==> src/sv/icon_slot_allocator_defines.svh <==
// ----------------------------------------------------------------------------
// Icon slot allocator assertion macros
// Shared concurrent-assertion shorthands for the icon slot allocator.
// ----------------------------------------------------------------------------
`ifndef ICON_SLOT_ALLOCATOR_DEFINES_SVH
`define ICON_SLOT_ALLOCATOR_DEFINES_SVH

// Check a consequent in the same cycle as its antecedent.
`define ISA_ASSERT_NOW(label, clk, rst, ante, cons) \
   label: assert property (@(posedge clk) disable iff (rst) (ante) |-> (cons)) \
      else $error("icon slot allocator: same-cycle check failed");

// Check a consequent in the cycle after its antecedent.
`define ISA_ASSERT_NEXT(label, clk, rst, ante, cons) \
   label: assert property (@(posedge clk) disable iff (rst) (ante) |=> (cons)) \
      else $error("icon slot allocator: next-cycle check failed");

`endif

==> src/sv/isa_pkg.sv <==
// ----------------------------------------------------------------------------
// Icon slot allocator package
// Shared widths, operation codes, control structs and the tile arithmetic.
// ----------------------------------------------------------------------------
package isa_pkg;

   localparam int ICON_COUNT_DEF = 768;
   localparam int SLOT_COUNT_DEF = 32;

   localparam int OP_W       = 2;
   localparam int ICON_W     = 11;   // signed icon id
   localparam int ICON_NUM_W = 10;   // magnitude bits of a non-negative id
   localparam int PAL_W      = 16;
   localparam int TILE_W     = 16;
   localparam int SLOT_NUM_W = 6;    // slot + 1, zero meaning no slot
   localparam int REQ_DATA_W = 32;   // icon_id, pal_base, zero fill
   localparam int RSP_DATA_W = 16;   // first_tile
   localparam int RSP_USER_W = 3;    // blank, newly_loaded, full_res

   localparam logic [TILE_W-1:0] TILE_TOP = 16'h0300;

   typedef enum logic [OP_W-1:0] {
      OP_DRAW      = 2'd0,
      OP_CLEAR     = 2'd1,
      OP_RESET_ALL = 2'd2
   } op_type;

   typedef struct packed {
      logic alloc;
      logic release_slot;
      logic clear_all;
   } pool_cmd_type;

   typedef struct packed {
      logic                  hit;
      logic                  found;
      logic [SLOT_NUM_W-1:0] free_num;   // lowest free slot + 1
   } pool_stat_type;

   // First tile of a slot: top minus four tiles per slot, plus the palette bits.
   function automatic logic [TILE_W-1:0] tile_word(input logic [SLOT_NUM_W-1:0] num,
                                                   input logic [PAL_W-1:0]      pal);
      logic [TILE_W-1:0] offs;
      offs = TILE_W'({num, 2'b00});
      return TILE_TOP - offs + pal;
   endfunction

endpackage

==> src/sv/isa_slot_pool.sv <==
// ----------------------------------------------------------------------------
// Icon slot pool
// Owner records per slot, ownership check and lowest-free-slot search.
// ----------------------------------------------------------------------------
module isa_slot_pool #(
   parameter int SLOT_COUNT = 32
) (
   input  logic                                       clock,
   input  logic                                       reset,
   input  logic [isa_pkg::SLOT_NUM_W-1:0]             held_num,
   input  logic [isa_pkg::ICON_NUM_W-1:0]             icon_num,
   input  isa_pkg::pool_cmd_type                      cmd,
   output isa_pkg::pool_stat_type                     stat
);

   import isa_pkg::*;

   localparam int SLOT_W = (SLOT_COUNT > 1) ? $clog2(SLOT_COUNT) : 1;

   logic [SLOT_COUNT-1:0] owner_vld_ff;
   logic [SLOT_COUNT-1:0] owner_vld_in;
   logic [ICON_NUM_W-1:0] owner_id_ff [SLOT_COUNT];
   logic                  in_pool;
   logic [SLOT_W-1:0]     held_idx;
   logic [SLOT_W-1:0]     free_idx;
   logic                  found;
   logic                  hit;
   logic [SLOT_NUM_W-1:0] free_num;

   // A stored slot number counts only while the slot still names this icon.
   always_comb begin
      in_pool  = (held_num != '0) && (32'(held_num) <= 32'(SLOT_COUNT));
      held_idx = SLOT_W'(held_num - SLOT_NUM_W'(1));
      hit      = 1'b0;
      if (in_pool) begin
         hit = owner_vld_ff[held_idx] && (owner_id_ff[held_idx] == icon_num);
      end
   end

   // Lowest free slot wins.
   always_comb begin
      found    = 1'b0;
      free_idx = '0;
      for (int s = SLOT_COUNT - 1; s >= 0; s--) begin
         if (!owner_vld_ff[s]) begin
            found    = 1'b1;
            free_idx = SLOT_W'(s);
         end
      end
      free_num = SLOT_NUM_W'(free_idx) + SLOT_NUM_W'(1);
   end

   assign stat = '{hit: hit, found: found, free_num: free_num};

   always_comb begin
      owner_vld_in = owner_vld_ff;
      if (cmd.clear_all) begin
         owner_vld_in = '0;
      end else if (cmd.alloc) begin
         owner_vld_in[free_idx] = 1'b1;
      end else if (cmd.release_slot && in_pool) begin
         owner_vld_in[held_idx] = 1'b0;
      end
   end

   always_ff @(posedge clock) begin
      if (reset) begin
         owner_vld_ff <= '0;
      end else begin
         owner_vld_ff <= owner_vld_in;
      end
   end

   always_ff @(posedge clock) begin
      if (cmd.alloc) begin
         owner_id_ff[free_idx] <= icon_num;
      end
   end

endmodule

==> config.mk <==
export PLATFORM = sky130hd
export DESIGN_NAME = isa_slot_pool
export DESIGN_NICKNAME = d
export VERILOG_FILES = /design/src/sv/icon_slot_allocator_defines.svh /design/src/sv/isa_pkg.sv /design/src/sv/isa_slot_pool.sv
export SDC_FILE = /design/constraint.sdc
export NUM_CORES = 1
export LEC_CHECK = 0
export BUFFER_PORTS_ARGS = -buffer_cell sky130_fd_sc_hd__buf_2
export CORE_MARGIN = 8
export CORE_UTILIZATION = 55
export CTS_CLUSTER_SIZE = 12
export DETAILED_ROUTE_END_ITERATION = 7
export GPL_TIMING_DRIVEN = 1
export PLACE_DENSITY_LB_ADDON = 0.08
export SYNTH_ARGS = -nofsm -noshare
export SYNTH_HDL_FRONTEND = slang
export SYNTH_SLANG_ARGS = --single-unit
==> constraint.sdc <==
create_clock -name clock -period 4.96 [get_ports clock]
set_input_delay 0.248 -clock clock [delete_from_list [all_inputs] [get_ports clock]]
set_output_delay 0.248 -clock clock [all_outputs]
set_load 0.02 [all_outputs]
* Word level (Yosys, flattened, before mapping) *
Memory sizes are Yosys's and may differ from the RTL's.
Cells that the tools add are included.

word-level totals
  output and inout bits = 8
  RAM bits = 320
  input port bits = 21
  memories = 1
  register bits = 32

memory list
  memory       depth  width  read ports  clocked after memory_dff  write ports  RTL line             text
  owner_id_ff  32     10     1           0                         1            isa_slot_pool.sv:22  logic [ICON_NUM_W-1:0] owner_id_ff [SLOT_COUNT];

cells by class
  bitwise logic cells = 3
  eq/ne operators = 1
  muxes and demuxes = 75
  magnitude comparators = 5
  add/sub/neg operators = 2
  reductions and logical operators = 8

operators by type and width
  cell                                                         number
  2-to-1 mux 5 bit                                             32
  2-to-1 mux 32 bit                                            2
  2-to-1 mux 1 bit                                             38
  AND 32 bit                                                   1
  NOT 32 bit                                                   1
  bitwise OR 32 bit                                            1
  less-than comparator 5 x 6 -> 1 bit (second input constant)  2
  demux 1 bit (select 5 bit)                                   2
  == test 10 bit                                               1
  >= comparator 5 x 1 -> 1 bit (second input constant)         2
  adder 5 x 1 -> 6 bit (second input constant)                 1
  <= comparator 6 bit (second input constant)                  1
  nonzero test 6 bit                                           1
  binary-select mux 1 bit (select 5 bit)                       1
  logical AND 1 bit                                            5
  subtractor 5 x 1 -> 5 bit (second input constant)            1
  nonzero test 2 bit                                           1
  OR reduction 2 bit                                           1

* Logic depth before layout (Yosys ltp) *
Gate-level depths: netlist of run 1.

  word-level depth = 38
  mapped depth = 18

* Least setup slack after synthesis of run 1 *
No wires, ideal clock.

  kind = input to output
  start point = in held_num[0] (netlist bit)
  end point = out stat[7] (netlist bit)
  slack = 0.951 ns
  buffers on the path = 8
  stages on the path = 17
  data required time = 4.712 ns
  arrival = 3.761 ns
  cells stage by stage = buf_6 -> buf_6 -> buf_4 -> buf_4 -> inv_1 -> ha_1 -> buf_2 -> buf_2 -> clkbuf_1 -> mux4_2 -> mux2_2 -> o211ai_1 -> xnor2_1 -> a2111oi_0 -> nand3_1 -> nor4_1 -> buf_4

on the way
  word-level cells in the longest chain between the ends = 5
  elaborated cells on any way between the ends = 10

RTL lines
  item                                                                                   RTL line             text
  from (decl)                                                                            isa_slot_pool.sv:10  input logic [isa_pkg::SLOT_NUM_W-1:0] held_num,
  subtractor 5 x 1 -> 5 bit                                                              isa_slot_pool.sv:33  held_idx = SLOT_W'(held_num - SLOT_NUM_W'(1));
  memory (32 x 10 bit) / binary-select mux 1 bit (select 5 bit) (equally long branches)  --
  == test 10 bit / 2-to-1 mux 1 bit (equally long branches)                              isa_slot_pool.sv:36  hit = owner_vld_ff[held_idx] && (owner_id_ff[held_idx] == icon_num);
  logical AND 1 bit                                                                      isa_slot_pool.sv:36
  2-to-1 mux 1 bit *                                                                     isa_slot_pool.sv:35  if (in_pool) begin
  to (decl)                                                                              isa_slot_pool.sv:13  output isa_pkg::pool_stat_type stat

Mark *: on every way between the ends. The rest lies on a longest branch, timed or not. The select of a mux whose other input is x is not followed.

==> results of run 1 <==
==> per-layer routing <==
layer / global-route usage (%) / up-vias
met5: 0 / -
met4: 5.24 / 0
met3: 4.13 / 63
met2: 36.2 / 334
met1: 30.7 / 4295
li1: - / 3546
==> state kept, by name, summed over array words and instances (netlist names) <==
name and cells:
owner_id_ff 320, owner_vld_ff 32
==> cells by family after synthesis <==
group	share of synthesized area, %
AO/OA/AOI/OAI	6.05
XOR/XNOR	0.774
adder cells (fa/ha/maj)	0.596
buffers and inverters	2.44
flip-flops	69.7
multiplexers	14.5
AND/OR/NAND/NOR	5.90
==> synthesized netlist by cell type, types with 15 or more instances <==
master,n
a21oi_1,21
nand3_1,23
nor2_1,15
mux4_2,88
nor2b_1,18
dfxtp_1,32
o22ai_1,16
nand2_1,71
edfxtp_1,320
o21ai_0,46
inv_1,30
==> through the flow <==
| stage | hold WS, ns | cells | setup slack [ns] | cell area, um^2 | total power, mW |
|---|---|---|---|---|---|
| global route | 0.298 | 1264 | 0.408 | 16300 | 6.33 |
| global placement | 0.516 | 1205 | 0.643 | 15200 | 3.72 |
| finish | 0.268 | 1264 | 0.536 | 16300 | 6.16 |
| floorplan | 0.347 | 856 | 0.951 | 14700 | 3.56 |
| CTS | 0.266 | 1264 | 0.611 | 16300 | 6.20 |
| detailed placement | 0.524 | 1205 | 0.636 | 15200 | 3.72 |
==> tightest hold or removal path: cells and delay by family <==
kind                   cells  cell delay [ns]
buffers and inverters      1             0.08
AND/OR/NAND/NOR            2             0.32
AO/OA/AOI/OAI              1             0.07
==> where the power goes <==
part	internal (mW)	total [mW]	leakage (nW)	switching, mW
logic	0.158	0.416	1.58	0.257
clock network	1.45	2.50	0.521	1.05
registers	3.24	3.24	3.14	0.00261
total	4.85	6.16	5.24	1.31
==> worst paths after layout <==
kind / startpoint / end / slack [ns] / depth (start not counted)
max: held_num[1] / stat[7] / 0.54 / 13
min: reset / owner_vld_ff[28] / 0.27 / 4
max reg2reg: owner_vld_ff[30] / owner_id_ff[15][4] / 1.45 / 8
min reg2reg: owner_vld_ff[30] / owner_vld_ff[30] / 0.54 / 2
==> layout make-up <==
type | count | area, um^2
multi-input cells | 434 | 4110
clock buffers | 52 | 1000
well taps | 341 | 427
clock inverters | 7 | 68.8
fillers | 1944 | 10300
flip-flops and latches | 352 | 10200
inverters | 30 | 113
repair buffers | 48 | 322
==> flow_summary.toml, run 1 <==
[clocking]
cts_setup_buffers = 0
cts_tree = "yes"
hold_buffers = 0
cts_max_level = 2
clk_path_buf_depth = 3
root_buffer = "clkbuf_16"
cts_buffers = 37
cts.clk_slew.worst_paths_ns = 0.06
numClockSinks = 352
ctsResizeCount = 0
clkLatencyLatePin_ns = 0.52

[timing]
fin_skew_ns = 0.0222
hold_viol_final = 0
report.final.slew_viol_count = 0
setup_violations = 0
period_needed_ns = 4.42
slew_headroom_pct = 27.6
worst_slew_pin_slew_ns = 1.08
finalSetupTns_ns = 0
rsz0062_at_grt = "no"
fin_crit_sh_pct = 89.2
clock.fmax_mhz = 226

[synthesis]
synth.distinct_cells = 64
synth.avg_cell_area_um2 = 17.2
syn_nets = 884
synth_warnings = 0
synth_edf_count = 320
synth-main-ff-cell = "edfxtp_1"
syn_inst = 856
ys_seq_area_share_pct = 69.7
yosys.area.top_type = "edfxtp_1"
synth_area_um2 = 14700
synth_top_area_share_pct = 65.3
async_flop_share_pct = 0
ys_seq_elements = 352
synth_area_leaders = "edfxtp_1 65%, mux4_2 13%, dfxtp_1 4.4%"

[finish]
final_common_cell = "edfxtp_1"
n_antenna_cell = 0
final_util_pct = 61.3
syn_to_final_growth_pct = 10.8
drive_above_1_share_pct = 21.2
most-common-layout-cells = "320 x edfxtp_1, 88 x mux4_2, 71 x nand2_1, 46 x o21ai_0, 38 x clkbuf_16"
nNetsFinal = 931

[detailed_routing]
vias_per_cell = 6.52
ant_nets = 0
wl_met1_mm = 15.3
dr.pass1.iters = 5
drt-initial-drc-count = 765
top_layer = "met4"
wl_mm = 35.9
wl_met2_mm = 17.5
wl_met3_mm = 2.37
drc = 0
post_drt_wl_per_cell_um = 28.4
num_vias = 8238

[pwr]
p_leak_nw = 5.24
p_per_area_nw_per_um2 = 378
max-vdd-ir-drop_mv = 0.304

[floorplan]
initial_utilization_pct = 55.3
die_y_um = 180
die_area_um2 = 32200
pin_count = 29
dieWidth_um = 180
num_rows = 60
coreArea_um2 = 26600

[critical_path]
cp_cell_sequence = "buf_2 -> inv_1 -> ha_4 -> buf_4 -> mux4_2 -> mux2i_1 -> a221oi_1 -> o221ai_1 -> xnor2_1 -> or4_1 -> nor4_1 -> buf_4 -> buf_2"
arrival_ns = 4.18
worstSetupStartpointType = "primary input"
crit_type = "primary input to output port"
crit_buf_inv = 5
slowest_delay_ns = 0.68
end_kind = "output port"
timing.critical_path.max_delay_family = "simple AND/OR/NAND/NOR gates"
cp.required_ns = 4.71
critPathMaxFanout = 27
slowest_stage = "nor4_1"

[global_route]
grt_max_degree = 41
grt_pass1_wl_mm = 54.1
gr-usage-all-layers_pct = 22.2
antenna_found_initial = 0
grt-ovfl-total = 0
grt_pass1_vias = 8382

[placed_design]
hpwlAfterDp_mm = 23.6
gp_congestion = 0.923
portBuffers = 28

[run]
drv_cap = 0

[outcome]
status = "finished clean"

[hold_path]
holdCritPathClass = "primary input to flip-flop"
(Power assumes the default switching activity.)
==> run 2: changes to the inputs <==
--- a/config.mk
+++ b/config.mk
@@ -11,6 +11,7 @@
 export CTS_CLUSTER_SIZE = 12
 export DETAILED_ROUTE_END_ITERATION = 7
 export GPL_TIMING_DRIVEN = 1
+export MAX_ROUTING_LAYER = met4
 export PLACE_DENSITY_LB_ADDON = 0.08
 export SYNTH_ARGS = -nofsm -noshare
 export SYNTH_HDL_FRONTEND = slang
==> run 2 against run 1 <==
Effect of this change:
- non-clock buffer count up 1
- critical path depth up 1
- cell count up 0.16%
- highest routed layer unchanged
==> flow_summary.toml, run 2 (same netlist as run 1, synthesis figures left out) <==
[outcome]
status = "finished clean"

[finish]
largest_reg_flops = 320
n_antenna_cell = 0
reg_top3 = "owner_id_ff x320, owner_vld_ff x32"
stdcell_count = 1266
regMostFlops = "owner_id_ff"
final_util_pct = 61.3
syn_to_final_growth_pct = 10.7
nNetsFinal = 933
nFillCells = 1944
final_common_cell = "edfxtp_1"
drive_above_1_share_pct = 21.4
most-common-layout-cells = "320 x edfxtp_1, 88 x mux4_2, 71 x nand2_1, 46 x o21ai_0, 38 x clkbuf_16"

[clocking]
clkLatencyLatePin_ns = 0.52
ctsResizeCount = 0
cts.clk_slew.worst_paths_ns = 0.05
root_buffer = "clkbuf_16"
cts_max_level = 2
clk_path_buf_depth = 3
cts_setup_buffers = 0
hold_buffers = 0
cts_tree = "yes"
numClockSinks = 352
cts_buffers = 38

[timing]
holdWs_ns = 0.272
worst_slack_ns = 0.605
clock.fmax_mhz = 230
worst_slew_pin_slew_ns = 1.15
fin_skew_ns = 0.0202
slew_headroom_pct = 23.3
finalSetupTns_ns = 0
report.final.slew_viol_count = 0
setup_violations = 0
period_needed_ns = 4.35
rsz0062_at_grt = "no"
fin_crit_sh_pct = 87.8
hold_viol_final = 0

[floorplan]
num_rows = 60
coreArea_um2 = 26600
initial_utilization_pct = 55.3
die_area_um2 = 32200
die_y_um = 180
dieWidth_um = 180
pin_count = 29

[pwr]
p_leak_nw = 5.24
clock_power_share_pct = 40.2
max-vdd-ir-drop_mv = 0.308
p_switching_mw = 1.33
p_seq_share_pct = 53.0
p_comb_share_pct = 6.8
sw_frac_of_total_pct = 21.7
p_per_area_nw_per_um2 = 376
p_int_mw = 4.80

[global_route]
antenna_found_initial = 0
grt_pass1_wl_mm = 55.2
grt-ovfl-total = 0
grt_pass1_vias = 8530
grt_max_degree = 65
gr-usage-all-layers_pct = 23.3

[critical_path]
end_kind = "output port"
cp.required_ns = 4.71
slowest_delay_ns = 0.57
crit_type = "primary input to output port"
slowest_stage = "ha_4"
crit_buf_inv = 5
timing.critical_path.max_delay_family = "simple AND/OR/NAND/NOR gates"
worstSetupStartpointType = "primary input"
cp_cell_sequence = "buf_6 -> inv_1 -> ha_4 -> buf_12 -> mux4_2 -> and3_1 -> a211oi_1 -> a31oi_1 -> nand3_1 -> xnor2_1 -> or4_1 -> nor4_1 -> buf_4 -> buf_2"
critPathMaxFanout = 38
arrival_ns = 4.11

[detailed_routing]
num_vias = 8398
dr.pass1.iters = 5
drc = 0
ant_nets = 0
post_drt_wl_per_cell_um = 29.0
wl_mm = 36.8
vias_per_cell = 6.63
drt-initial-drc-count = 900

[placed_design]
portBuffers = 28
gp_congestion = 1.02
hpwlAfterDp_mm = 23.9
dp_slack_ns = 0.623
dp.cells = 1206

[run]
drv_cap = 0

[hold_path]
holdCritPathClass = "primary input to flip-flop"
run 2: cell types whose count changed in the layout (fill, tap and decap cells not counted):
cell,delta
clkbuf_1,-5
clkinv_1,+5
clkinv_2,+2
buf_4,+1
bufinv_16,-1
run 2: routing by layer:
| layer | share of wire (%) | routed length, um | vias up | global-route usage, % |
|---|---|---|---|---|
| met5 | 0 | 0 | - | - |
| met4 | 2.6 | 969 | 0 | 6.57 |
| met3 | 6.9 | 2520 | 76 | 3.08 |
| met2 | 48 | 17600 | 398 | 37.1 |
| met1 | 43 | 15700 | 4380 | 31.6 |
| li1 | - | - | 3544 | - |
run 2: worst register-to-register path, cell delays in order (launching register included):
cell,delay (ns)
dfxtp_1,0.40
nor2b_1,0.17
o21ai_0,0.11
a21boi_0,0.18
o21ai_0,0.10
a31oi_1,0.28
o211ai_1,0.20
or3_1,0.77
nor2b_1,1.02
run 2: area by class of cell:
cell class / count / area, um^2 / area share [%]
Inverter: 30 / 113 / 0.692
Clock inverter: 13 / 67.6 / 0.415
Clock buffer: 47 / 985 / 6.05
Sequential cell: 352 / 10200 / 63.0
Multi-Input combinational cell: 434 / 4110 / 25.2
Timing Repair Buffer: 49 / 329 / 2.02
Tap cell: 341 / 427 / 2.62
run 2: worst paths after layout:
path / from / to / slack, ns / depth (start not counted)
max: held_num[0] / stat[7] / 0.61 / 14
min reg2reg: owner_vld_ff[29] / owner_vld_ff[29] / 0.55 / 2
max reg2reg: owner_vld_ff[30] / owner_id_ff[15][4] / 1.36 / 8
min: reset / owner_vld_ff[28] / 0.27 / 4
run 2: stage by stage:
step	total power, mW	cell area, um^2
6_report	6.12	16300
5_1_grt	6.30	16300
4_1_cts	6.16	16300
3_5_place_dp	3.72	15200
3_3_place_gp	3.72	15200
2_1_floorplan	3.56	14700
run 2: power groups by stage:
stage                     clock, mW  sequential [mW]  combinational (mW)
after floorplan                   0             3.31               0.254
after global placement            0             3.31               0.412
after detailed placement          0             3.31               0.417
after CTS                      2.49             3.25               0.418
after global routing           2.61             3.24               0.442
final                          2.46             3.25               0.418
