<file path="config.mk">
export PLATFORM = sky130hd
export DESIGN_NAME = isa_ram
export DESIGN_NICKNAME = d
export VERILOG_FILES = /design/src/sv/icon_slot_allocator_defines.svh /design/src/sv/isa_ram.sv
export SDC_FILE = /design/constraint.sdc
export NUM_CORES = 1
export LEC_CHECK = 0
export BUFFER_PORTS_ARGS = -buffer_cell sky130_fd_sc_hd__buf_4
export CORE_MARGIN = 1
export CORE_UTILIZATION = 30
export CTS_CLUSTER_DIAMETER = 50
export DETAILED_ROUTE_END_ITERATION = 6
export GPL_ROUTABILITY_DRIVEN = 0
export PLACE_DENSITY = 0.51
export REMOVE_ABC_BUFFERS = 1
export SLEW_MARGIN = 40
export SYNTH_ARGS = -nofsm -noshare
export SYNTH_HDL_FRONTEND = slang
export SYNTH_SLANG_ARGS = --single-unit
</file>
<file path="constraint.sdc">
create_clock -name clock -period 2.05 [get_ports clock]
set_input_delay 0.1025 -clock clock [delete_from_list [all_inputs] [get_ports clock]]
set_output_delay 0.1025 -clock clock [all_outputs]
set_load 0.01 [all_outputs]
</file>
<file path="src/sv/icon_slot_allocator_defines.svh">
// ----------------------------------------------------------------------------
// Icon slot allocator assertion macros
// Shared concurrent-assertion shorthands for the icon slot allocator.
// ----------------------------------------------------------------------------
`ifndef ICON_SLOT_ALLOCATOR_DEFINES_SVH
`define ICON_SLOT_ALLOCATOR_DEFINES_SVH

// Check a consequent in the same cycle as its antecedent.
`define ISA_ASSERT_NOW(label, clk, rst, ante, cons) \
   label: assert property (@(posedge clk) disable iff (rst) (ante) |-> (cons)) \
      else $error("icon slot allocator: same-cycle check failed");

// Check a consequent in the cycle after its antecedent.
`define ISA_ASSERT_NEXT(label, clk, rst, ante, cons) \
   label: assert property (@(posedge clk) disable iff (rst) (ante) |=> (cons)) \
      else $error("icon slot allocator: next-cycle check failed");

`endif

</file>
<file path="src/sv/isa_ram.sv">
// ----------------------------------------------------------------------------
// Generic single-port-write RAM
// One write port and one read port, read data registered.
// ----------------------------------------------------------------------------
module isa_ram #(
   parameter int WIDTH = 8,
   parameter int DEPTH = 16
) (
   input  logic                                 clock,
   input  logic                                 wr_en,
   input  logic [(DEPTH > 1 ? $clog2(DEPTH) : 1)-1:0] wr_addr,
   input  logic [WIDTH-1:0]                     wr_data,
   input  logic                                 rd_en,
   input  logic [(DEPTH > 1 ? $clog2(DEPTH) : 1)-1:0] rd_addr,
   output logic [WIDTH-1:0]                     rd_data
);

   logic [WIDTH-1:0] mem_ff [DEPTH];
   logic [WIDTH-1:0] rd_data_ff;

   always_ff @(posedge clock) begin
      if (wr_en) begin
         mem_ff[wr_addr] <= wr_data;
      end
      if (rd_en) begin
         rd_data_ff <= mem_ff[rd_addr];
      end
   end

   assign rd_data = rd_data_ff;

endmodule

</file>
After elaboration in Yosys (flattened, before gate mapping)
Memory sizes are Yosys's and may differ from the RTL's. A register that Yosys moved wholly into a read port is not among the register bits.
Index checks and enable logic that the tools add are counted.
{"block": "totals", "inputBits": 19, "elab_cells": 3, "reg_bits": 0, "out_inout_bits": 8, "mem_bits_rw": 128, "memories": 1}
{"memory": "mem_ff", "words": 16, "word_bits": 8, "rd": 1, "rd_ports_with_merged_regs": 1, "wr": 1, "line_no": "isa_ram.sv:18", "source": "logic [WIDTH-1:0] mem_ff [DEPTH];"}
{"block": "op_classes", "mux": 2}
{"operator": "1-bit two-way mux", "n": 2}

Depth between registers and ports, before layout
Gate-level depths: netlist of the first run.
{"block": "depth", "ltp_word": 2, "mapped_depth": 5, "ltp_nobuf": 3}

Worst setup path after synthesis of the first run
OpenSTA, ideal clock, no wires.
{"block": "synth_path", "kind": "input -> register", "startpoint": "input port wr_addr[2] (netlist name)", "endpoint": "memory mem_ff[0][0] (enable)", "arrival_ps": 1212, "stages": 2, "setup_ps": 383, "t_required_ps": 1667, "path_buffers": 0, "setup_slack_ps": 455, "path_cell_list": "or3b_2 -> nor3_1"}
{"element": "from (decl)", "line_no": "isa_ram.sv:11", "source": "input logic [(DEPTH > 1 ? $clog2(DEPTH) : 1)-1:0] wr_addr,"}
{"element": "to (decl)", "line_no": "isa_ram.sv:18"}
Straight into the memory's write port.

==> results of run 1 <==
[metal layers]
layer  global-route usage [%]  part of all wire [%]  up-vias
li1                         -                     -     1101
met1                     18.0                    49     1302
met2                     18.9                    45       62
met3                     4.08                   4.0       11
met4                     4.67                   1.2        0
met5                        0                     0        -
[cell usage in the layout (no fill, tap or decap), drive strengths merged, types with 2 or more instances in the layout]
cell type and n:
edfxtp 136, buf 48, mux4 32, clkbuf 18, a22oi 16, nor2 13, nand2 9, clkinv 6
nor3 4, dlygate4sd3 4, clkinvlp 3, nand3b 2, nand2b 2, bufinv 2
[kinds of logic (layout without fill, tap and decap cells)]
kind of cell           after synthesis  in the layout  share of synthesized area, %
muxes                               32             32                          14.8
DFF                                136            136                          78.1
and+or+nand+nor                     35             35                          3.14
buffers and inverters               10             81                          1.65
AOI/OAI and AO/OA                   16             16                          2.30
[worst max-delay path, delay by kind of cell (launching register included)]
kind            cells  cell delay, ns
simple gates        1            0.08
mux                 1            0.58
flops               1            0.36
compound gates      1            0.21
[state kept, by name, indices dropped and copies added, names as in the netlist]
signal and count:
mem_ff 128, rd_data 8
[report_power, final]
part	leakage [uW]	internal, uW	total, uW	switching, uW
Combinational	0.000632	146	317	171
Sequential	0.00124	3130	3150	18.0
Clock	0.000258	1750	2790	1040
Total	0.00213	5030	6260	1230
[worst max path at each step]
stage,to,slack [ns],cells after the start
finish,rd_data[0],0.57,3
detailed placement,rd_data[1],0.30,5
floorplan,mem_ff[0][0],0.45,2
global placement,rd_data[1],0.31,5
CTS,rd_data[1],0.55,3
global route,rd_data[0],0.53,3
[metrics by stage]
step                      instances  instance area (um2)  total power, uW  utilization, %
final                           520                 6370             6260            37.9
after global routing            520                 6370             6470            37.9
after CTS                       520                 6370             6320            37.9
after detailed placement        487                 5790             3530            34.4
after global placement          487                 5790             3520            34.4
after floorplan                 219                 5140             3330               -
[layout make-up]
class / count / share of cell area [%]
Clock buffer: 18 / 6.74
Clock inverter: 11 / 1.73
Multi-Input combinational cell: 83 / 16.6
Sequential cell: 136 / 64.1
Tap cell: 220 / 4.32
Timing Repair Buffer: 52 / 6.48
[repair_timing]
item	CTS	global route
hold buffers	4	0
hold endpoints to repair	53	0
resized for setup	0	0
==> summary.md, run 1 <==
| Metric | Value |
|---|---|
| YS warnings | 0 |
| Total number of vias | between 2000 and 2500 |
| Critical Path Source Type | flop |
| Fin nets | a little over 300 |
| Insertion delay of the later-clocked pin in the worst-skew pair | approximately 0.41 ns |
| Number of global-route vias before repair | ~2600 |
| Hold endpoint | rd_data[5] |
| Period utilization | between 70% and 80% |
| Syn Std Cell Area | between 5000 and 6000 um2 |
| Core area | between 15000 and 20000 um2 |
| Critical path arrival | roughly 1.6 ns |
| Synthesized flop and latch total | between 100 and 150 |
| CTS tree | done |
| Cell Pwr Density | roughly 1000 nW/um2 |
| Post-DRT Antenna Nets | 0 |
| Slew Limit Headroom | a little over two thirds |
| Period minus WS final | approximately 1.5 ns |
| Top cells by area, synth | edfxtp_1 78%, mux4_2 7.8%, mux4_1 7.0% |
| HP Class | input port to flop |
| DR vias/cell | roughly 4.8 |
| CTS H-Tree Depth | 4 |
| Setup WS post-layout | around 0.57 ns |
| Setup Crit Path Kind | flop to flop |
| DIE AREA | 18000 um2 |
| Num CTS Buffers | 17 |
| CP endpoint kind | flop |
| Worst path slowest cell | mux4_1 |
| RSZ-0062 raised after global routing | no |
| Maxcap violations | 0 |
| Synth async-reset ratio | 0% |
| Clock sinks | approximately 140 |
| Finish-stage setup viols | 0 |
| Min-delay src | rd_en |
| Count of buffers from port buffering | 26 |
| Final HPWL DP | approximately 6.9 mm |
| Share of the synthesized area in the top cell type | between 70% and 80% |
| CP cell instances | mux4_1 > a22oi_1 > nand2_1 |
| FP Rows | 47 |
| Ratio of cells with drive above 1 in the final layout | 31.0% |
| Filler Cell Count | approximately 1600 |
| I/O pin count | 27 |
| Setup tns final | 0 ns |
| Synth unique cells | 18 |
| Synth-to-layout area growth | 21.8% |
| Die Wd | ~130 um |
| Area taken by multi-input logic gates | 1060 um2 |
| Max-slew violations | 0 |
| WHS | between 0.015 and 0.02 ns |
| Result of the run | finished, final reports clean |
| First DRT Iteration DRCs | approximately 240 |
| Worst Setup SP | mem_ff[5][0] |
| Slew @ Worst Pin | between 0.4 and 0.5 ns |
| Max Fclk | ~680 MHz |
| Crit-path max cell delay | just under 0.6 ns |
| Avg Cell Area, Syn | approximately 23 um2 |
| GRT Total Usage | about 13% |
| Most common cell in the synthesized netlist | edfxtp_1 |
| First-pass GRT wire length | around 16 mm |
| Remaining global-route overflow | 0 |
| DIE HEIGHT | between 100 and 150 um |
| Drc violations | 0 |
| Final Hold Fails | 0 |
| Data required, critical path | ~2.2 ns |
| Post-CTS Setup Bufs | 0 |
| Final WL | ~11 mm |
| Maximum VDD drop | between 0.6 and 0.7 mV |
| Reg2reg start | mem_ff[5][0] |
| Dpl ws | around 0.30 ns |
| R2R Path End | rd_data[0] |
| Post-synth top cells | 136 x edfxtp_1, 18 x mux4_2, 16 x a22oi_1 |
| Worst R2R Path Depth | 3 |
| DR pass1 iterations | 4 |
| Leading area contributor after synthesis | edfxtp_1 |
| CTS Root Cell | clkbuf_16 |
| Register area | just over 4000 um2 |
| R2R setup slack | approximately 0.57 ns |
| Ys flop type | edfxtp_1 |
| Per-cell routed wire length | around 20 um |
| CP Max Fanout | 1 |
| Ant. Diodes | 0 |
| Synth Instances | about 230 |
| Clk slew on worst S/H paths | ~0.06 ns |
| Max clock buf depth | 2 |
| Initial Util | a little under a third |
| Worst hold stages | 1 |
| EDFF count, synth | about 140 |
| Final setup skew | 0.00697 ns |
| Antenna violations before repair | 0 |
| Pin count of the biggest net entering global routing | 19 |
| P_leak | approximately 0.0021 uW |
| Sequential fraction of the synthesis area | between 70% and 80% |
Power figures use the tool's default switching activity.
==> run 2, diff against run 1 <==
--- a/config.mk
+++ b/config.mk
@@ -11,7 +11,7 @@
 export CTS_CLUSTER_DIAMETER = 50
 export DETAILED_ROUTE_END_ITERATION = 6
 export GPL_ROUTABILITY_DRIVEN = 0
-export PLACE_DENSITY = 0.51
+export PLACE_DENSITY = 0.52
 export REMOVE_ABC_BUFFERS = 1
 export SLEW_MARGIN = 40
 export SYNTH_ARGS = -nofsm -noshare
==> constraint.sdc (replaced) <==
create_clock -name clock -period 1.25 [get_ports clock]
set_input_delay 0.0625 -clock clock [delete_from_list [all_inputs] [get_ports clock]]
set_output_delay 0.0625 -clock clock [all_outputs]
set_load 0.01 [all_outputs]
==> run 2 against run 1 <==
Against the previous run: the flow now finishes with violations (setup timing); clock skew down 0.00088 ns; hold slack better by 0.16 ns; combinational power up 86%; core utilization up 1.3 points; final area up 3.4%; sequential cell count unchanged; first-iteration DRC count down 9.9%; setup slack worse by 0.72 ns; clock power up 76%; sequential share of layout area down 2.1 points; critical endpoint unchanged; highest routed layer unchanged.
==> summary.md, run 2 (synthesis gave the netlist of run 1 again) <==
| Metric | Value |
|---|---|
| Final Core Density | 39.1% |
| FP Rows | between 40 and 50 |
| Per-cell routed wire length | about 21 um |
| Ratio of cells with drive above 1 in the final layout | 40.0% |
| P_leak | roughly 0.0022 uW |
| Core area | 16800 um2 |
| Maximum VDD drop | approximately 0.74 mV |
| Die Wd | ~130 um |
| Cell Pwr Density | 1620 nW/um2 |
| Critical Path Source Type | flop |
| Finish-stage setup viols | 8 |
| CTS H-Tree Depth | 4 |
| Sequential power share | 48.4% |
| Ant. Diodes | 0 |
| Placed inst area | a little under 6000 um2 |
| Data required, critical path | about 1.4 ns |
| Period minus WS final | between 1 and 1.5 ns |
| Total number of vias | 2533 |
| Final Power | between 10000 and 15000 uW |
| CTS Root Cell | clkbuf_16 |
| Remaining global-route overflow | 0 |
| WHS | about 0.18 ns |
| Final setup skew | slightly above 0.006 ns |
| Slew Limit Headroom | between 60% and 70% |
| Placed insts | roughly 500 |
| Final Hold Fails | 0 |
| Largest register FFs | roughly 130 |
| CTS tree | done |
| Max clock buf depth | 2 |
| Max-slew violations | 0 |
| Pin count of the biggest net entering global routing | 19 |
| Post-CTS Setup Bufs | 0 |
| Critical path arrival | approximately 1.6 ns |
| Switch share | 20.1% |
| Fin nets | around 330 |
| Drc violations | 0 |
| Most common cell after layout, fill and taps aside | edfxtp_1 |
| P_sw | about 2100 uW |
| Largest Register | mem_ff |
| CP endpoint kind | flop |
| DIE HEIGHT | between 100 and 150 um |
| First-pass GRT wire length | roughly 17 mm |
| First DRT Iteration DRCs | around 220 |
| DR vias/cell | roughly 4.7 |
| Most frequent cells in the layout | 136 x edfxtp_1, 56 x buf_4, 30 x mux4_2 |
| Clock share of power | a little under half |
| Cell area after layout | 6580 um2 |
| Synth-to-layout area growth | 25.9% |
| Max Fclk | between 700 and 800 MHz |
| Antenna violations before repair | 0 |
| HP Class | input port to flop |
| Failing checks | setup timing |
| Insertion delay of the later-clocked pin in the worst-skew pair | slightly above 0.4 ns |
| Clock sinks | approximately 140 |
| Internal | ~8500 uW |
| DR pass1 iterations | 5 |
| Setup WS post-layout | -0.147 ns |
| Fin cells | 540 |
| Num CTS Buffers | 17 |
| Final HPWL DP | approximately 7.4 mm |
| Count of buffers from port buffering | 26 |
| DIE AREA | 18000 um2 |
| Combinational share of power | between 5 and 6% |
| Maxcap violations | 0 |
| GRT Total Usage | about 14% |
| I/O pin count | 27 |
| Setup Crit Path Kind | flop to flop |
| Period utilization | 112% |
| Result of the run | finished, violations left |
| RSZ-0062 raised after global routing | yes |
| CP Max Fanout | 1 |
| Post-DRT Antenna Nets | 0 |
| Clk slew on worst S/H paths | ~0.06 ns |
| Filler Cell Count | between 1500 and 2000 |
| Initial Util | between 30 and 40% |
| Final WL | 11.6 mm |
| Number of global-route vias before repair | roughly 2700 |
| Slew @ Worst Pin | between 0.5 and 0.6 ns |
[run 2: power by group through the flow]
| stage | Sequential, uW | Clock, uW | Combinational [uW] |
|---|---|---|---|
| floorplan | 5260 | 0 | 205 |
| global placement | 5260 | 0 | 545 |
| detailed placement | 5260 | 0 | 557 |
| CTS | 5170 | 4990 | 596 |
| global route | 5180 | 5180 | 642 |
| finish | 5170 | 4920 | 591 |
[run 2: area by class of cell]
type / count / area (um2) / area share [%]
repair buffers: 69 / 591 / 8.97
flip-flops and latches: 136 / 4080 / 62.0
clock buffers: 18 / 429 / 6.52
clock inverters: 14 / 158 / 2.39
well taps: 220 / 275 / 4.18
multi-input cells: 83 / 1050 / 15.9
[run 2: what timing repair did]
action | 4_1_cts | 5_1_grt
pin swaps | 5 | 5
endpoints found under the hold margin | 136 | 0
gates resized for setup | 13 | 5
endpoints found under the setup margin | 8 | 8
hold buffers | 9 | 0
[run 2: final timing paths]
| kind | start | to | slack (ns) | cells after the start |
|---|---|---|---|---|
| max | mem_ff[6][0] | rd_data[0] | -0.15 | 3 |
| min | wr_addr[0] | mem_ff[4][2] | 0.18 | 3 |
| max reg2reg | mem_ff[6][0] | rd_data[0] | -0.15 | 3 |
| min reg2reg | mem_ff[14][3] | rd_data[3] | 0.75 | 3 |
[run 2: worst max-delay path, cell delays in order (launching register included)]
cell	delay [ns]
edfxtp_1	0.38
mux4_2	0.52
a22oi_2	0.16
nand2_1	0.08
[run 2: layer usage]
| metal | vias to the layer above | GRT usage, % | wire length (um) |
|---|---|---|---|
| met5 | - | 0 | 0 |
| li1 | 1127 | - | - |
| met1 | 1328 | 19.2 | 5410 |
| met2 | 69 | 21.9 | 5560 |
| met3 | 9 | 3.93 | 511 |
| met4 | 0 | 5.05 | 121 |
[run 2: stage by stage]
step	setup TNS, ns	setup WS [ns]
final	-0.933	-0.147
after global routing	-1.34	-0.199
after CTS	-1.01	-0.146
after detailed placement	-5.65	-0.300
after global placement	-5.18	-0.302
after floorplan	-4.48	-0.305
==> run 3, diff against run 2 <==
--- a/config.mk
+++ b/config.mk
@@ -7,11 +7,11 @@
 export LEC_CHECK = 0
 export BUFFER_PORTS_ARGS = -buffer_cell sky130_fd_sc_hd__buf_4
 export CORE_MARGIN = 1
-export CORE_UTILIZATION = 30
+export CORE_UTILIZATION = 52
 export CTS_CLUSTER_DIAMETER = 50
 export DETAILED_ROUTE_END_ITERATION = 6
 export GPL_ROUTABILITY_DRIVEN = 0
-export PLACE_DENSITY = 0.52
+export PLACE_DENSITY = 0.78
 export REMOVE_ABC_BUFFERS = 1
 export SLEW_MARGIN = 40
 export SYNTH_ARGS = -nofsm -noshare
==> run 3 against run 2 <==
Against the previous run: the run still ends with setup timing left; core utilization increased by 26 points; setup slack worse by 0.012 ns; clock skew is 0.0045 ns higher; first-iteration DRC count up 9.6%; highest routed layer unchanged; combinational power fell by 5.2%; critical endpoint is now rd_data[7].
==> summary.md, run 3 (synthesis gave the netlist of run 1 again) <==
| Metric | Value |
|---|---|
| Result of the run | finished, violations left |
| Failing checks | setup timing |
| Remaining global-route overflow | 0 |
| Maxcap violations | 0 |
| Fin nets | approximately 320 |
| Placed insts | between 400 and 500 |
| Synth-to-layout area growth | 22.1% |
| Routing usage on met2 | between 30% and 40% |
| Initial Util | around 53% |
| DIE AREA | around 10000 um2 |
| Reg2reg start | mem_ff[3][7] |
| Per-cell routed wire length | 22.7 um |
| Maximum VDD drop | about 1.1 mV |
| Largest register FFs | approximately 130 |
| Clk slew on worst S/H paths | ~0.06 ns |
| Post-DRT Antenna Nets | 0 |
| CTS Root Cell | clkbuf_8 |
| Max-slew violations | 0 |
| Count of buffers from port buffering | 26 |
| Post-CTS Setup Bufs | 0 |
| Busiest layer in global routing | met2 |
| Antenna violations before repair | 0 |
| Setup WS post-layout | -0.159 ns |
| Sequential power share | around half |
| Final HPWL DP | about 6 mm |
| Setup Crit Path Kind | flop to flop |
| Crit-path max cell delay | roughly 0.50 ns |
| DR vias/cell | between 5 and 6 |
| Critical path arrival | ~1.7 ns |
| Number of global-route vias before repair | 2645 |
| Largest Register | mem_ff |
| Min-delay src | wr_addr[1] |
| CP endpoint kind | flop |
| Finish-stage setup viols | 8 |
| Insertion delay of the later-clocked pin in the worst-skew pair | roughly 0.52 ns |
| GR met3 Demand/Resource | under 10% |
| Grt met1 use | 29.7% |
| Internal | approximately 8300 uW |
| Switch share | a little over a fifth |
| Top cell family by delay on the critical path | multiplexers |
| P_sw | 2290 uW |
| P_leak | between 0.002 and 0.0025 uW |
| Die Wd | roughly 100 um |
| Slew Limit Headroom | around 46% |
| Total number of vias | between 2000 and 2500 |
| Final setup skew | 0.0106 ns |
| GRT Total Usage | between 20 and 25% |
| HP Class | input port to flop |
| Cell Pwr Density | around 1700 nW/um2 |
| Clock share of power | 45.9% |
| Ratio of cells with drive above 1 in the final layout | 38.8% |
| First DRT Iteration DRCs | 240 |
| DR pass1 iterations | 4 |
| CTS tree | done |
| Critical Path Source Type | flop |
| Drc violations | 0 |
| Final Hold Fails | 0 |
| FP Rows | 36 |
| Fin cells | 442 |
| CP cell instances | mux4_2 > a22oi_2 > nand2_1 |
| First-pass GRT wire length | around 15 mm |
| Core area | just under 10000 um2 |
| Most frequent cells in the layout | 136 x edfxtp_1, 45 x buf_4, 32 x mux4_2 |
| Max Fclk | between 700 and 800 MHz |
| Cell area after layout | between 6000 and 7000 um2 |
| Period minus WS final | 1.41 ns |
| Period utilization | 113% |
| Worst path slowest cell | mux4_2 |
| Ant. Diodes | 0 |
| I/O pin count | 27 |
| Pin count of the biggest net entering global routing | 19 |
| Combinational share of power | 5.3% |
| Worst Setup SP | mem_ff[3][7] |
| Max clock buf depth | 2 |
| Clock sinks | approximately 140 |
| Critical path buffers and inverters | 0 |
| DIE HEIGHT | 102 um |
| Placed inst area | 5730 um2 |
| Final WL | about 10 mm |
| Num CTS Buffers | 17 |
| CP Max Fanout | 1 |
| RSZ-0062 raised after global routing | yes |
| Most common cell after layout, fill and taps aside | edfxtp_1 |
| Filler Cell Count | between 600 and 700 |
| Data required, critical path | roughly 1.5 ns |
| CTS H-Tree Depth | 4 |
| Slew @ Worst Pin | between 0.8 and 0.9 ns |
-- run 3: worst paths after layout --
kind	endpoint	slack [ns]	cells past startpoint
min reg2reg	rd_data[0]	0.77	3
max reg2reg	rd_data[7]	-0.16	3
min	mem_ff[8][1]	0.06	3
max	rd_data[7]	-0.16	3
-- run 3: metal layers --
layer  wire length (um)  up-vias  part of all wire (%)
met3                838        7                   8.4
met1               4140     1263                    41
met4                104        0                   1.0
li1                   -     1107                     -
met2               4940      115                    49
met5                  0        -                     0
-- run 3: area by class of cell --
cell class              instances  area (um2)  area share, %
clock inverters                14         165           2.59
repair buffers                 58         508           7.96
multi-input cells              83        1040           16.3
well taps                     133         166           2.61
clock buffers                  18         418           6.55
flip-flops and latches        136        4080           64.0
-- run 3: timing repair --
action,in CTS,in global routing
hold buffers,9,0
endpoints found under the hold margin,136,0
pin swaps,8,5
resized for setup,16,5
setup endpoints to repair,8,8
-- run 3: per-stage QoR --
step                      setup TNS, ns  hold slack [ns]  worst slack [ns]  total power [uW]  util (%)
after floorplan                   -4.48            0.161            -0.305              5470         -
after global placement            -3.06            0.360            -0.269              5760      58.6
after detailed placement          -3.90            0.363            -0.333              5780      58.6
after CTS                         -1.15           0.0366            -0.184             10700      65.3
after global routing              -1.44           0.0360            -0.212             10900      65.3
final                             -1.00           0.0619            -0.159             10600      65.3
-- run 3: worst register-to-register path: cells and delay by family, from the launching register on --
kind | cells | cell delay [ns]
and+or+nand+nor | 1 | 0.06
AOI/OAI and AO/OA | 1 | 0.20
DFF | 1 | 0.40
muxes | 1 | 0.50
-- run 3: power groups by stage --
| stage | clock network [uW] | logic [uW] | registers (uW) |
|---|---|---|---|
| after floorplan | 0 | 205 | 5260 |
| after global placement | 0 | 501 | 5260 |
| after detailed placement | 0 | 521 | 5260 |
| after CTS | 4920 | 567 | 5170 |
| after global routing | 5150 | 608 | 5180 |
| final | 4860 | 560 | 5170 |
